<file path="config.mk">
export PLATFORM = sky130hd
export DESIGN_NAME = light_refinement_priority_select
export DESIGN_NICKNAME = d
export VERILOG_FILES = /design/src/hdl/lrps_pkg.sv /design/src/hdl/lrps_cmp.sv /design/src/hdl/light_refinement_priority_select.sv
export SDC_FILE = /design/constraint.sdc
export NUM_CORES = 1
export LEC_CHECK = 0
export BUFFER_PORTS_ARGS = -buffer_cell sky130_fd_sc_hd__buf_2
export CAP_MARGIN = 20
export CORE_ASPECT_RATIO = 1.1
export CORE_MARGIN = 4
export CORE_UTILIZATION = 40
export CTS_CLUSTER_DIAMETER = 60
export DETAILED_ROUTE_END_ITERATION = 12
export MAX_ROUTING_LAYER = met4
export SLEW_MARGIN = 10
export SYNTH_ARGS = -nofsm -noshare
export SYNTH_HDL_FRONTEND = slang
export SYNTH_HIERARCHICAL = 1
export SYNTH_SLANG_ARGS = --single-unit
</file>
<file path="constraint.sdc">
create_clock -name clk -period 31.1 [get_ports clk]
set_clock_uncertainty 0.05 [all_clocks]
set_input_delay 4.665 -clock clk [delete_from_list [all_inputs] [get_ports clk]]
set_output_delay 4.665 -clock clk [all_outputs]
set_load 0.01 [all_outputs]
</file>
<file path="src/hdl/lrps_pkg.sv">
// Shared types and constants for the light refinement priority select block.
package lrps_pkg;

  localparam int unsigned CFG_W     = 32;
  localparam int unsigned CFG_IDX_W = 3;

  // Configuration register indexes
  localparam logic [CFG_IDX_W-1:0] CFG_VIEW_MIN_X = 3'd0;
  localparam logic [CFG_IDX_W-1:0] CFG_VIEW_MIN_Y = 3'd1;
  localparam logic [CFG_IDX_W-1:0] CFG_VIEW_MIN_Z = 3'd2;
  localparam logic [CFG_IDX_W-1:0] CFG_VIEW_MAX_X = 3'd3;
  localparam logic [CFG_IDX_W-1:0] CFG_VIEW_MAX_Y = 3'd4;
  localparam logic [CFG_IDX_W-1:0] CFG_VIEW_MAX_Z = 3'd5;

  // Light states
  localparam logic [1:0] ST_DISCARDED = 2'd0;
  localparam logic [1:0] ST_PARTIAL   = 2'd1;
  localparam logic [1:0] ST_NEW       = 2'd2;
  localparam logic [1:0] ST_FULL      = 2'd3;

  typedef struct packed {
    logic [1:0]         light_state;
    logic [31:0]        contribution;
    logic [31:0]        eye_distance;
    logic [31:0]        lit_stamp;
    logic [4:0]         refine_stage;
    logic signed [31:0] pos_x;
    logic signed [31:0] pos_y;
    logic signed [31:0] pos_z;
    logic               last_light;
  } in_beat_t;

  typedef struct packed {
    logic       found;
    logic [7:0] best_index;
  } out_beat_t;

  // Fields that enter the priority rule
  typedef struct packed {
    logic [1:0]  state;
    logic [31:0] contribution;
    logic [31:0] distance;
    logic [31:0] stamp;
    logic [4:0]  stage;
    logic        high;
  } prio_rec_t;

endpackage

</file>
<file path="src/hdl/lrps_cmp.sv">
// Priority rule: is the current best strictly lower priority than the candidate.
module lrps_cmp (
  input  lrps_pkg::prio_rec_t best,
  input  lrps_pkg::prio_rec_t cand,
  output logic                lower
);

  logic       a_zero;
  logic       b_zero;
  logic       stage_near;
  logic [5:0] a_stage;
  logic [5:0] b_stage;

  assign a_zero  = (best.contribution == 32'd0);
  assign b_zero  = (cand.contribution == 32'd0);
  assign a_stage = {1'b0, best.stage};
  assign b_stage = {1'b0, cand.stage};
  // stages within one of each other
  assign stage_near = (a_stage == b_stage) || (a_stage == b_stage + 6'd1) ||
                      (b_stage == a_stage + 6'd1);

  always_comb begin
    lower = 1'b0;
    priority if (best.high && !cand.high) begin
      lower = 1'b0;
    end else if (cand.high && !best.high) begin
      lower = 1'b1;
    end else begin
      unique case ({best.state, cand.state})
        {lrps_pkg::ST_NEW, lrps_pkg::ST_NEW}: begin
          lower = best.distance > cand.distance;
        end
        {lrps_pkg::ST_NEW, lrps_pkg::ST_DISCARDED}: begin
          lower = !b_zero;
        end
        {lrps_pkg::ST_NEW, lrps_pkg::ST_PARTIAL}: begin
          lower = 1'b0;
        end
        {lrps_pkg::ST_PARTIAL, lrps_pkg::ST_NEW}: begin
          lower = 1'b1;
        end
        {lrps_pkg::ST_DISCARDED, lrps_pkg::ST_NEW}: begin
          lower = a_zero;
        end
        {lrps_pkg::ST_PARTIAL, lrps_pkg::ST_PARTIAL}: begin
          priority if (a_zero && b_zero && (cand.stamp > best.stamp)) begin
            lower = 1'b1;
          end else if (b_zero && !a_zero) begin
            lower = 1'b0;
          end else if (a_zero && !b_zero) begin
            lower = 1'b1;
          end else if (stage_near) begin
            lower = best.contribution < cand.contribution;
          end else begin
            lower = best.stage > cand.stage;
          end
        end
        {lrps_pkg::ST_PARTIAL, lrps_pkg::ST_DISCARDED}: begin
          priority if (!b_zero) begin
            lower = 1'b1;
          end else if (a_zero) begin
            lower = cand.stamp > best.stamp;
          end else begin
            lower = best.contribution < cand.contribution;
          end
        end
        {lrps_pkg::ST_DISCARDED, lrps_pkg::ST_PARTIAL}: begin
          priority if (!a_zero) begin
            lower = 1'b0;
          end else if (b_zero) begin
            lower = cand.stamp > best.stamp;
          end else begin
            lower = best.contribution < cand.contribution;
          end
        end
        {lrps_pkg::ST_DISCARDED, lrps_pkg::ST_DISCARDED}: begin
          if (a_zero && b_zero) begin
            lower = cand.stamp > best.stamp;
          end else begin
            lower = best.contribution < cand.contribution;
          end
        end
        default: begin
          lower = 1'b0;
        end
      endcase
    end
  end

endmodule

</file>
<file path="src/hdl/light_refinement_priority_select.sv">
// Top level of the light refinement priority select block.
//
// Usage: one beat on the input channel per light record of a list. The
// block keeps the best light of the list so far and, on the beat marked
// last_light, emits one output beat: found and best_index (0 if no light
// other than a full one was seen). Full lights only advance the position.
// Channels use valid/stall; a beat moves when valid is high and stall low.
// Order: an input beat is registered, then compared against the running
// best in the next cycle; out_valid for a last record is set as that record
// leaves the input stage, held back while an earlier result still waits under stall.
// Throughput: one record per cycle, set by the single compare/update stage.
// While the output beat waits under stall, non-last records keep flowing;
// only a further last record holds the input stage (and so in_stall).
// Reset clears the best, the position counter, all three valid flags and the
// view box registers. The user writes the view box through cfg_we/cfg_index/
// cfg_data while the block is idle; the block itself does not enforce this. Indexes past the sixth are ignored.
module light_refinement_priority_select #(
  parameter int unsigned MAX_LIGHTS = 256
) (
  input  logic                                clk,
  input  logic                                rst,
  input  logic                                in_valid,
  output logic                                in_stall,
  input  lrps_pkg::in_beat_t                  in_data,
  output logic                                out_valid,
  input  logic                                out_stall,
  output lrps_pkg::out_beat_t                 out_data,
  input  logic                                cfg_we,
  input  logic [lrps_pkg::CFG_IDX_W-1:0]      cfg_index,
  input  logic [lrps_pkg::CFG_W-1:0]          cfg_data
);

  localparam int unsigned CW = (MAX_LIGHTS > 1) ? $clog2(MAX_LIGHTS) : 1;
  localparam logic [CW-1:0] LAST_SLOT = CW'(MAX_LIGHTS - 1);

  // view box
  logic signed [31:0] view_min_x, view_min_y, view_min_z;
  logic signed [31:0] view_max_x, view_max_y, view_max_z;

  // input stage
  logic               a_valid;
  lrps_pkg::in_beat_t a;
  logic               advance;

  // running best
  logic                best_valid;
  logic [CW-1:0]       best_slot;
  lrps_pkg::prio_rec_t best;
  logic [CW-1:0]       item_count;

  lrps_pkg::prio_rec_t cand;
  logic                cand_high;
  logic                lower;
  logic                take;
  logic                found_next;
  logic [CW-1:0]       slot_next;
  logic [CW+7:0]       slot_ext;

  always_ff @(posedge clk) begin
    if (rst) begin
      view_min_x <= '0;
      view_min_y <= '0;
      view_min_z <= '0;
      view_max_x <= '0;
      view_max_y <= '0;
      view_max_z <= '0;
    end else if (cfg_we) begin
      unique case (cfg_index)
        lrps_pkg::CFG_VIEW_MIN_X: view_min_x <= $signed(cfg_data);
        lrps_pkg::CFG_VIEW_MIN_Y: view_min_y <= $signed(cfg_data);
        lrps_pkg::CFG_VIEW_MIN_Z: view_min_z <= $signed(cfg_data);
        lrps_pkg::CFG_VIEW_MAX_X: view_max_x <= $signed(cfg_data);
        lrps_pkg::CFG_VIEW_MAX_Y: view_max_y <= $signed(cfg_data);
        lrps_pkg::CFG_VIEW_MAX_Z: view_max_z <= $signed(cfg_data);
        default: ;
      endcase
    end
  end

  // Input stage moves on unless it holds a last record and the output
  // register is still full and stalled.
  assign advance  = a_valid && (!a.last_light || !out_valid || !out_stall);
  assign in_stall = a_valid && !advance;

  always_ff @(posedge clk) begin
    if (rst) begin
      a_valid <= 1'b0;
    end else if (in_valid && !in_stall) begin
      a_valid <= 1'b1;
    end else if (advance) begin
      a_valid <= 1'b0;
    end
  end

  always_ff @(posedge clk) begin
    if (in_valid && !in_stall) begin
      a <= in_data;
    end
  end

  // new light inside the inclusive view box outranks any light that is not
  assign cand_high = (a.light_state == lrps_pkg::ST_NEW) &&
                     ($signed(a.pos_x) >= view_min_x) && ($signed(a.pos_x) <= view_max_x) &&
                     ($signed(a.pos_y) >= view_min_y) && ($signed(a.pos_y) <= view_max_y) &&
                     ($signed(a.pos_z) >= view_min_z) && ($signed(a.pos_z) <= view_max_z);

  assign cand.state        = a.light_state;
  assign cand.contribution = a.contribution;
  assign cand.distance     = a.eye_distance;
  assign cand.stamp        = a.lit_stamp;
  assign cand.stage        = a.refine_stage;
  assign cand.high         = cand_high;

  lrps_cmp u_cmp (
    .best  (best),
    .cand  (cand),
    .lower (lower)
  );

  assign take       = (a.light_state != lrps_pkg::ST_FULL) && (!best_valid || lower);
  assign found_next = best_valid || take;
  assign slot_next  = take ? item_count : best_slot;
  assign slot_ext   = {8'd0, slot_next};

  always_ff @(posedge clk) begin
    if (rst) begin
      best_valid <= 1'b0;
      best_slot  <= '0;
      best       <= '0;
      item_count <= '0;
    end else if (advance) begin
      if (a.last_light) begin
        best_valid <= 1'b0;
        best_slot  <= '0;
        best       <= '0;
        item_count <= '0;
      end else begin
        if (take) begin
          best_valid <= 1'b1;
          best_slot  <= item_count;
          best       <= cand;
        end
        item_count <= (item_count == LAST_SLOT) ? '0 : item_count + 1'b1;
      end
    end
  end

  // output register
  always_ff @(posedge clk) begin
    if (rst) begin
      out_valid <= 1'b0;
    end else if (advance && a.last_light) begin
      out_valid <= 1'b1;
    end else if (!out_stall) begin
      out_valid <= 1'b0;
    end
  end

  always_ff @(posedge clk) begin
    if (advance && a.last_light) begin
      out_data.found      <= found_next;
      out_data.best_index <= found_next ? slot_ext[7:0] : 8'd0;
    end
  end

endmodule
</file>
==> key figures, run 1 <==
Clock network
  – Post-CTS setup buffer count: 0
  – Clk buf depth: 3
  – CTS Buf Count: 61
  – Root buf cell: clkbuf_16
  – CTS tree: done
  – CTS resizes: 0
  – CTS clock-pin slew for the worst setup and hold paths: 0.06 ns
  – CTS Hold Bufs: 0
  – Number of H-tree levels: 2
  – CTS sink count: 524
  – Worst skew pair latency: 0.62 ns

Place
  – RePlAce Congestion: 0.887
  – IO buf count: 250
  – DP Worst Slack: 21.20 ns
  – Detail Placement HPWL: 46,800 µm

Timing
  – RSZ-0062 raised after global routing: no
  – Crit share post-route: 31.8%
  – Setup violators final: 0
  – Count of pins over their slew limit: 0
  – Setup slack after layout: 21.20 ns
  – F_max: 101 MHz
  – Final setup TNS: 0 ns
  – Final hold vios: 0
  – Min Clock Period, post-route: 9.90 ns
  – Slew margin rel.: 32.0%
  – Actual slew at the worst max-slew pin: 1.02 ns

Outcome
  – Outcome: completed

Setup path
  – CP max-delay cell: inv_1
  – Critical path capture point type: output port
  – Worst EP arrival: 5.19 ns
  – Setup crit start kind: input pin
  – Cell Chain, Critical Path: buf_2 -> nand4_1 -> inv_1 -> buf_2
  – CP Data Required Time: 26.39 ns
  – Crit-path most repeated cell: buf_2
  – Worst path max stage delay: 0.15 ns
  – Max FO, Critical Path: 3
  – Crit Path Category: in -> out

Finish
  – Share of cells above drive strength 1: 13.6%
  – Layout Nets: 3,404
  – Area Overhead vs Synth: 17.1%

Routing
  – DRT Pass-1 Iters: 5
  – Antenna Nets Post-Route: 0
  – Via Count: 19,600
  – Via density per instance: 5.19
  – # DRC: 0
  – DR WL/cell: 17.3 µm
  – Post-detailed-routing wire length: 65,300 µm
  – Initial detailed-routing violation count: 1,138

Die
  – Die footprint: 66,800 µm²
  – Die height: 271 µm
  – Site Rows: 96
  – I/O pin count: 251
  – Core Area: 62,200 µm²
  – Initial core utilization: 40.3%
  – Die W: 247 µm

Global routing
  – Initial antenna violation count: 11
  – All-Layer GR Usage: 19.4%
  – Grt total ovfl: 0
  – Met2 GRT Util: 33.6%
  – First-pass GRT wire length: 101,000 µm
  – Largest net degree at the start of global routing: 133
  – M3 GR Usage: 4.20%
  – GRT busiest layer: met2
  – Met1 Use GR: 22.6%
  – Vias in the first global route: 19,300

Synth
  – Fraction of the yosys area taken by sequential cells: 50.1%
  – Syn_area_per_cell: 9.51 µm²
  – YS warnings: 6
  – Post-synthesis cell area: 25,100 µm²
  – Post-synth net total: 3,173
  – Most used DFF post-synth: dfxtp_1
  – Unique masters post-synth: 74
  – FF+latch count, synth: 524
  – Gate Count Post-Synth: 2,638
  – Async SR Flop Fraction: 0%
  – EDFF count, synth: 209

Pwr
  – Leak pwr: 11.3 nW
  – Power Density: 56.1 nW/µm²
  – VDD IR max: 0.0453 mV

Worst hold path
  – Hold crit path type: reg -> reg

Flow run
  – Max-cap violations: 0
-- cells by family after synthesis --
family	share of synthesized area (%)
AND/OR/NAND/NOR	14.6
AO/OA/AOI/OAI	13.8
XOR/XNOR	0.588
flip-flops	50.1
buffers and inverters	6.03
adder cells (fa/ha/maj)	14.8
multiplexers	0.0399
-- cells in the mapped netlist (all sizes together) (29+ instances only) --
library cell,count,area [µm²]
nand2,463,1740
a21oi,316,1590
dfxtp,315,6310
inv,301,1130
ha,295,3690
edfxtp,209,6280
nor2,154,578
a22oi,113,848
clkbuf,101,379
nand4,62,394
nand3,43,215
o21ai,32,160
a21o,29,218
-- per-stage QoR --
stage | utilization [%] | hold slack (ns) | area (µm²) | instances | total power, mW
floorplan | - | 0.386 | 25100 | 2638 | 0.854
global placement | 43.7 | 0.392 | 27200 | 3639 | 0.903
detailed placement | 43.7 | 0.397 | 27200 | 3639 | 0.908
CTS | 47.2 | 0.405 | 29300 | 3755 | 1.67
global route | 47.2 | 0.422 | 29400 | 3766 | 1.72
finish | 47.2 | 0.405 | 29400 | 3773 | 1.65
-- metal layers --
| layer | routed length, µm | part of all wire [%] |
|---|---|---|
| met1 | 26600 | 41 |
| met4 | 1990 | 3.1 |
| met3 | 3980 | 6.1 |
| met2 | 32800 | 50 |
| met5 | 0 | 0 |
-- critical path, delay by kind of cell --
family        cells  cell delay [ns]
buf+inv           3             0.40
simple gates      1             0.13
-- cells in the final DEF, fill, tap and decap left out, types with 9 or more instances in the layout --
cell       instances
nand4_1           61
nor2_1           151
a21oi_1          315
clkbuf_1          11
nand2_1          463
and3_1            12
xor2_1             9
buf_4             19
nor3_1            17
nor4_1            25
clkbuf_16         66
o211ai_1          10
ha_1             295
dfxtp_1          315
nand3_1           43
a22oi_1          113
buf_2            249
clkinv_2          15
o21ai_0           29
a21o_1            29
diode_2           18
edfxtp_1         209
nor2b_1           12
a211oi_1          12
inv_1            301
-- sequential cells by signal, summed over array words and instances (netlist names), 8 cells and up --
name / count
view_max_y: 32
view_max_x: 32
item_count: 8
view_max_z: 32
view_min_z: 32
out_data: 9
view_min_y: 32
best: 104
view_min_x: 32
best_slot: 8
a: 200
-- layout make-up --
| cell class | count | area, µm² |
|---|---|---|
| Clock inverter | 36 | 414 |
| Sequential cell | 524 | 12600 |
| Inverter | 302 | 1130 |
| Clock buffer | 80 | 1730 |
| Multi-Input combinational cell | 1711 | 11000 |
| Tap cell | 833 | 1040 |
| Antenna cell | 18 | 45.0 |
| Timing Repair Buffer | 269 | 1400 |
| Fill cell | 5907 | 32800 |
-- path summary, 6_finish.rpt --
| check | slack, ns | cells past startpoint | endpoint | from |
|---|---|---|---|---|
| worst max-delay path | 21.20 | 4 | in_stall | out_stall |
| worst min-delay path | 0.40 | 2 | view_min_y[22] | view_min_y[22] |
| worst max register to register | 25.16 | 17 | best[55] | a[87] |
| worst min register to register | 0.40 | 2 | view_min_y[22] | view_min_y[22] |
-- power breakdown --
group	internal (mW)	total (mW)	switching [mW]
logic	0.0529	0.134	0.0810
clock network	0.460	0.756	0.296
registers	0.741	0.759	0.0180
(Power assumes the default switching activity.)
==> run 2: changes to the inputs <==
Clock period 31.1 ns to 8.5 ns, I/O delays scaled along.
==> run 2 against run 1 <==
Net effect: clock-buffer cell count fell by 2; die area did not move; global-route usage rose by 0.44 points; power rose to 3.4 times the previous value; largest cell class unchanged; highest routed layer unchanged; combinational power rose to 3.7 times the previous value.
==> key figures, run 2 (synthesis gave the netlist of run 1 again) <==
Timing
  – F_max: 188 MHz
  – Final hold vios: 0 (unchanged)
  – Final setup TNS: 0 ns (unchanged)
  – Crit share post-route: 62.5%
  – Slew margin rel.: 29.7% (-2.3 points)
  – RSZ-0062 raised after global routing: no
  – Min Clock Period, post-route: 5.31 ns
  – Actual slew at the worst max-slew pin: 1.05 ns (+0.0345 ns)
  – Count of pins over their slew limit: 0 (unchanged)
  – Setup slack after layout: 3.19 ns (-18.01 ns)
  – Setup violators final: 0 (unchanged)

Routing
  – Post-detailed-routing wire length: 65,400 µm (+0.11%)
  – Via Count: 19,400 (-0.75%)
  – Antenna Nets Post-Route: 0 (unchanged)
  – Initial detailed-routing violation count: 1,015 (-11%)
  – DRT Pass-1 Iters: 5 (unchanged)
  – Via density per instance: 5.17 (-0.38%)
  – # DRC: 0 (unchanged)
  – DR WL/cell: 17.4 µm (+0.48%)

Setup path
  – CP Data Required Time: 8.98 ns (-17.41 ns)
  – Worst reg2reg path depth: 16 (-1)
  – Setup crit start kind: register
  – Worst r2r src: a[15]
  – R2r setup slk: 3.19 ns (-21.97 ns)
  – RR Endpoint: best[44]
  – Crit path from: a[15]
  – Critical path capture point type: register
  – CP endpoint: best[44]
  – Worst EP arrival: 5.79 ns (+0.60 ns)
  – Crit Path Category: reg -> reg
  – Max FO, Critical Path: 71 (+68)

Clock network
  – CTS clock-pin slew for the worst setup and hold paths: 0.06 ns (about the same)
  – CTS Buf Count: 58 (-4.9%)
  – Root buf cell: clkbuf_16
  – Number of H-tree levels: 2 (unchanged)
  – Post-CTS setup buffer count: 0 (unchanged)
  – CTS resizes: 0 (unchanged)
  – Worst skew pair latency: 0.60 ns (-0.02 ns)
  – Clk buf depth: 3 (unchanged)
  – CTS sink count: 524 (unchanged)
  – CTS tree: done
  – CTS Hold Bufs: 0 (unchanged)

Global routing
  – Largest net degree at the start of global routing: 149 (+12%)
  – Grt total ovfl: 0 (unchanged)
  – All-Layer GR Usage: 19.8% (+0.44 points)
  – Vias in the first global route: 19,600 (+1.5%)
  – Initial antenna violation count: 12 (+1)
  – First-pass GRT wire length: 103,000 µm (+2.1%)

Finish
  – Largest registers: a (200), best (104)
  – Area Overhead vs Synth: 15.8%
  – Commonest non-fill, non-tap cell in the layout: nand2_1
  – Commonest cells after routing, fill and taps aside: 463 x nand2_1, 315 x a21oi_1, 315 x dfxtp_1
  – Max reg flops: 200 (unchanged)
  – Register with the most flip-flops: a
  – Share of cells above drive strength 1: 13.1% (-0.45 points)
  – Layout Nets: 3,402 (-0.059%)

Place
  – RePlAce Congestion: 0.882 (-0.60%)
  – IO buf count: 250 (unchanged)
  – DP Worst Slack: 3.19 ns (-18.01 ns)
  – Detail Placement HPWL: 47,300 µm (+1.0%)

Die
  – Core Area: 62,200 µm² (unchanged)
  – Initial core utilization: 40.3% (unchanged)
  – Site Rows: 96 (unchanged)
  – Die height: 271 µm (unchanged)
  – Die footprint: 66,800 µm² (unchanged)
  – I/O pin count: 251 (unchanged)
  – Die W: 247 µm (unchanged)

Pwr
  – Leak pwr: 11.2 nW (-1.3%)
  – VDD IR max: 0.172 mV (+280%)
  – Power Density: 194 nW/µm² (+250%)

Worst hold path
  – Hold crit path type: reg -> reg

Outcome
  – Outcome: completed

Flow run
  – Max-cap violations: 0 (unchanged)
[run 2: cell count changes in the layout (fill, tap and decap cells not counted), moves of 2 or more]
cell	previous run	this run
inv_6	6	1
clkinv_2	15	17
clkinv_4	2	0
clkbuf_16	66	59
diode_2	18	11
clkinv_1	3	7
clkbuf_8	4	6
clkbuf_1	11	14
bufinv_16	8	2
[run 2: report_power, final]
group          switching, mW  total (mW)  internal [mW]  leakage, nW
Clock                  0.999        2.37           1.37        0.893
Sequential            0.0645        2.78           2.71         4.60
Combinational          0.301       0.497          0.196         5.69
[run 2: layout make-up]
class	count	area, µm²
antenna	11	27.5
clock buffer	78	1600
clock inverter	30	205
fill	5963	33200
inverter	302	1130
multi-input combinational	1711	11000
sequential	524	12600
tap	833	1040
timing repair buffer	270	1440
[run 2: routing by layer]
| layer | wire, µm | up-vias | global-route usage, % |
|---|---|---|---|
| li1 | - | 9670 | - |
| met1 | 26500 | 9148 | 23.1 |
| met2 | 32300 | 464 | 33.5 |
| met3 | 3790 | 143 | 4.01 |
| met4 | 2820 | 0 | 8.11 |
| met5 | 0 | - | - |
[run 2: worst min-delay path by stage]
stage | cells after the start | end | from | slack [ns]
global placement | 2 | view_min_x[7] | view_min_x[7] | 0.39
CTS | 2 | view_min_y[21] | view_min_y[21] | 0.40
detailed placement | 2 | view_min_y[21] | view_min_y[21] | 0.40
global route | 2 | view_min_y[26] | view_min_y[26] | 0.42
floorplan | 2 | view_max_x[10] | view_max_x[10] | 0.39
finish | 2 | view_min_x[15] | view_min_x[15] | 0.40
[run 2: critical path, stage by stage (launching register included)]
cell,delay [ns]
edfxtp_1,0.40
ha_1,0.35
nand4_1,0.16
nor3_1,0.09
a21boi_1,0.13
or4b_4,0.56
a2111oi_4,0.37
xnor2_1,0.20
o221ai_2,0.19
nor3_1,0.28
maj3_2,0.23
o21ai_0,0.07
buf_4,0.19
nor2_4,0.78
buf_4,0.76
a22oi_1,0.20
nor2_1,0.13
[run 2: per-stage QoR]
step | cells | cell area (µm²) | power, mW | hold WS [ns] | util (%)
2_1_floorplan | 2638 | 25100 | 3.12 | 0.386 | -
3_3_place_gp | 3639 | 27200 | 3.31 | 0.392 | 43.7
3_5_place_dp | 3640 | 27200 | 3.33 | 0.396 | 43.8
4_1_cts | 3748 | 29000 | 5.73 | 0.404 | 46.7
5_1_grt | 3759 | 29100 | 5.91 | 0.419 | 46.7
6_report | 3759 | 29100 | 5.65 | 0.403 | 46.7
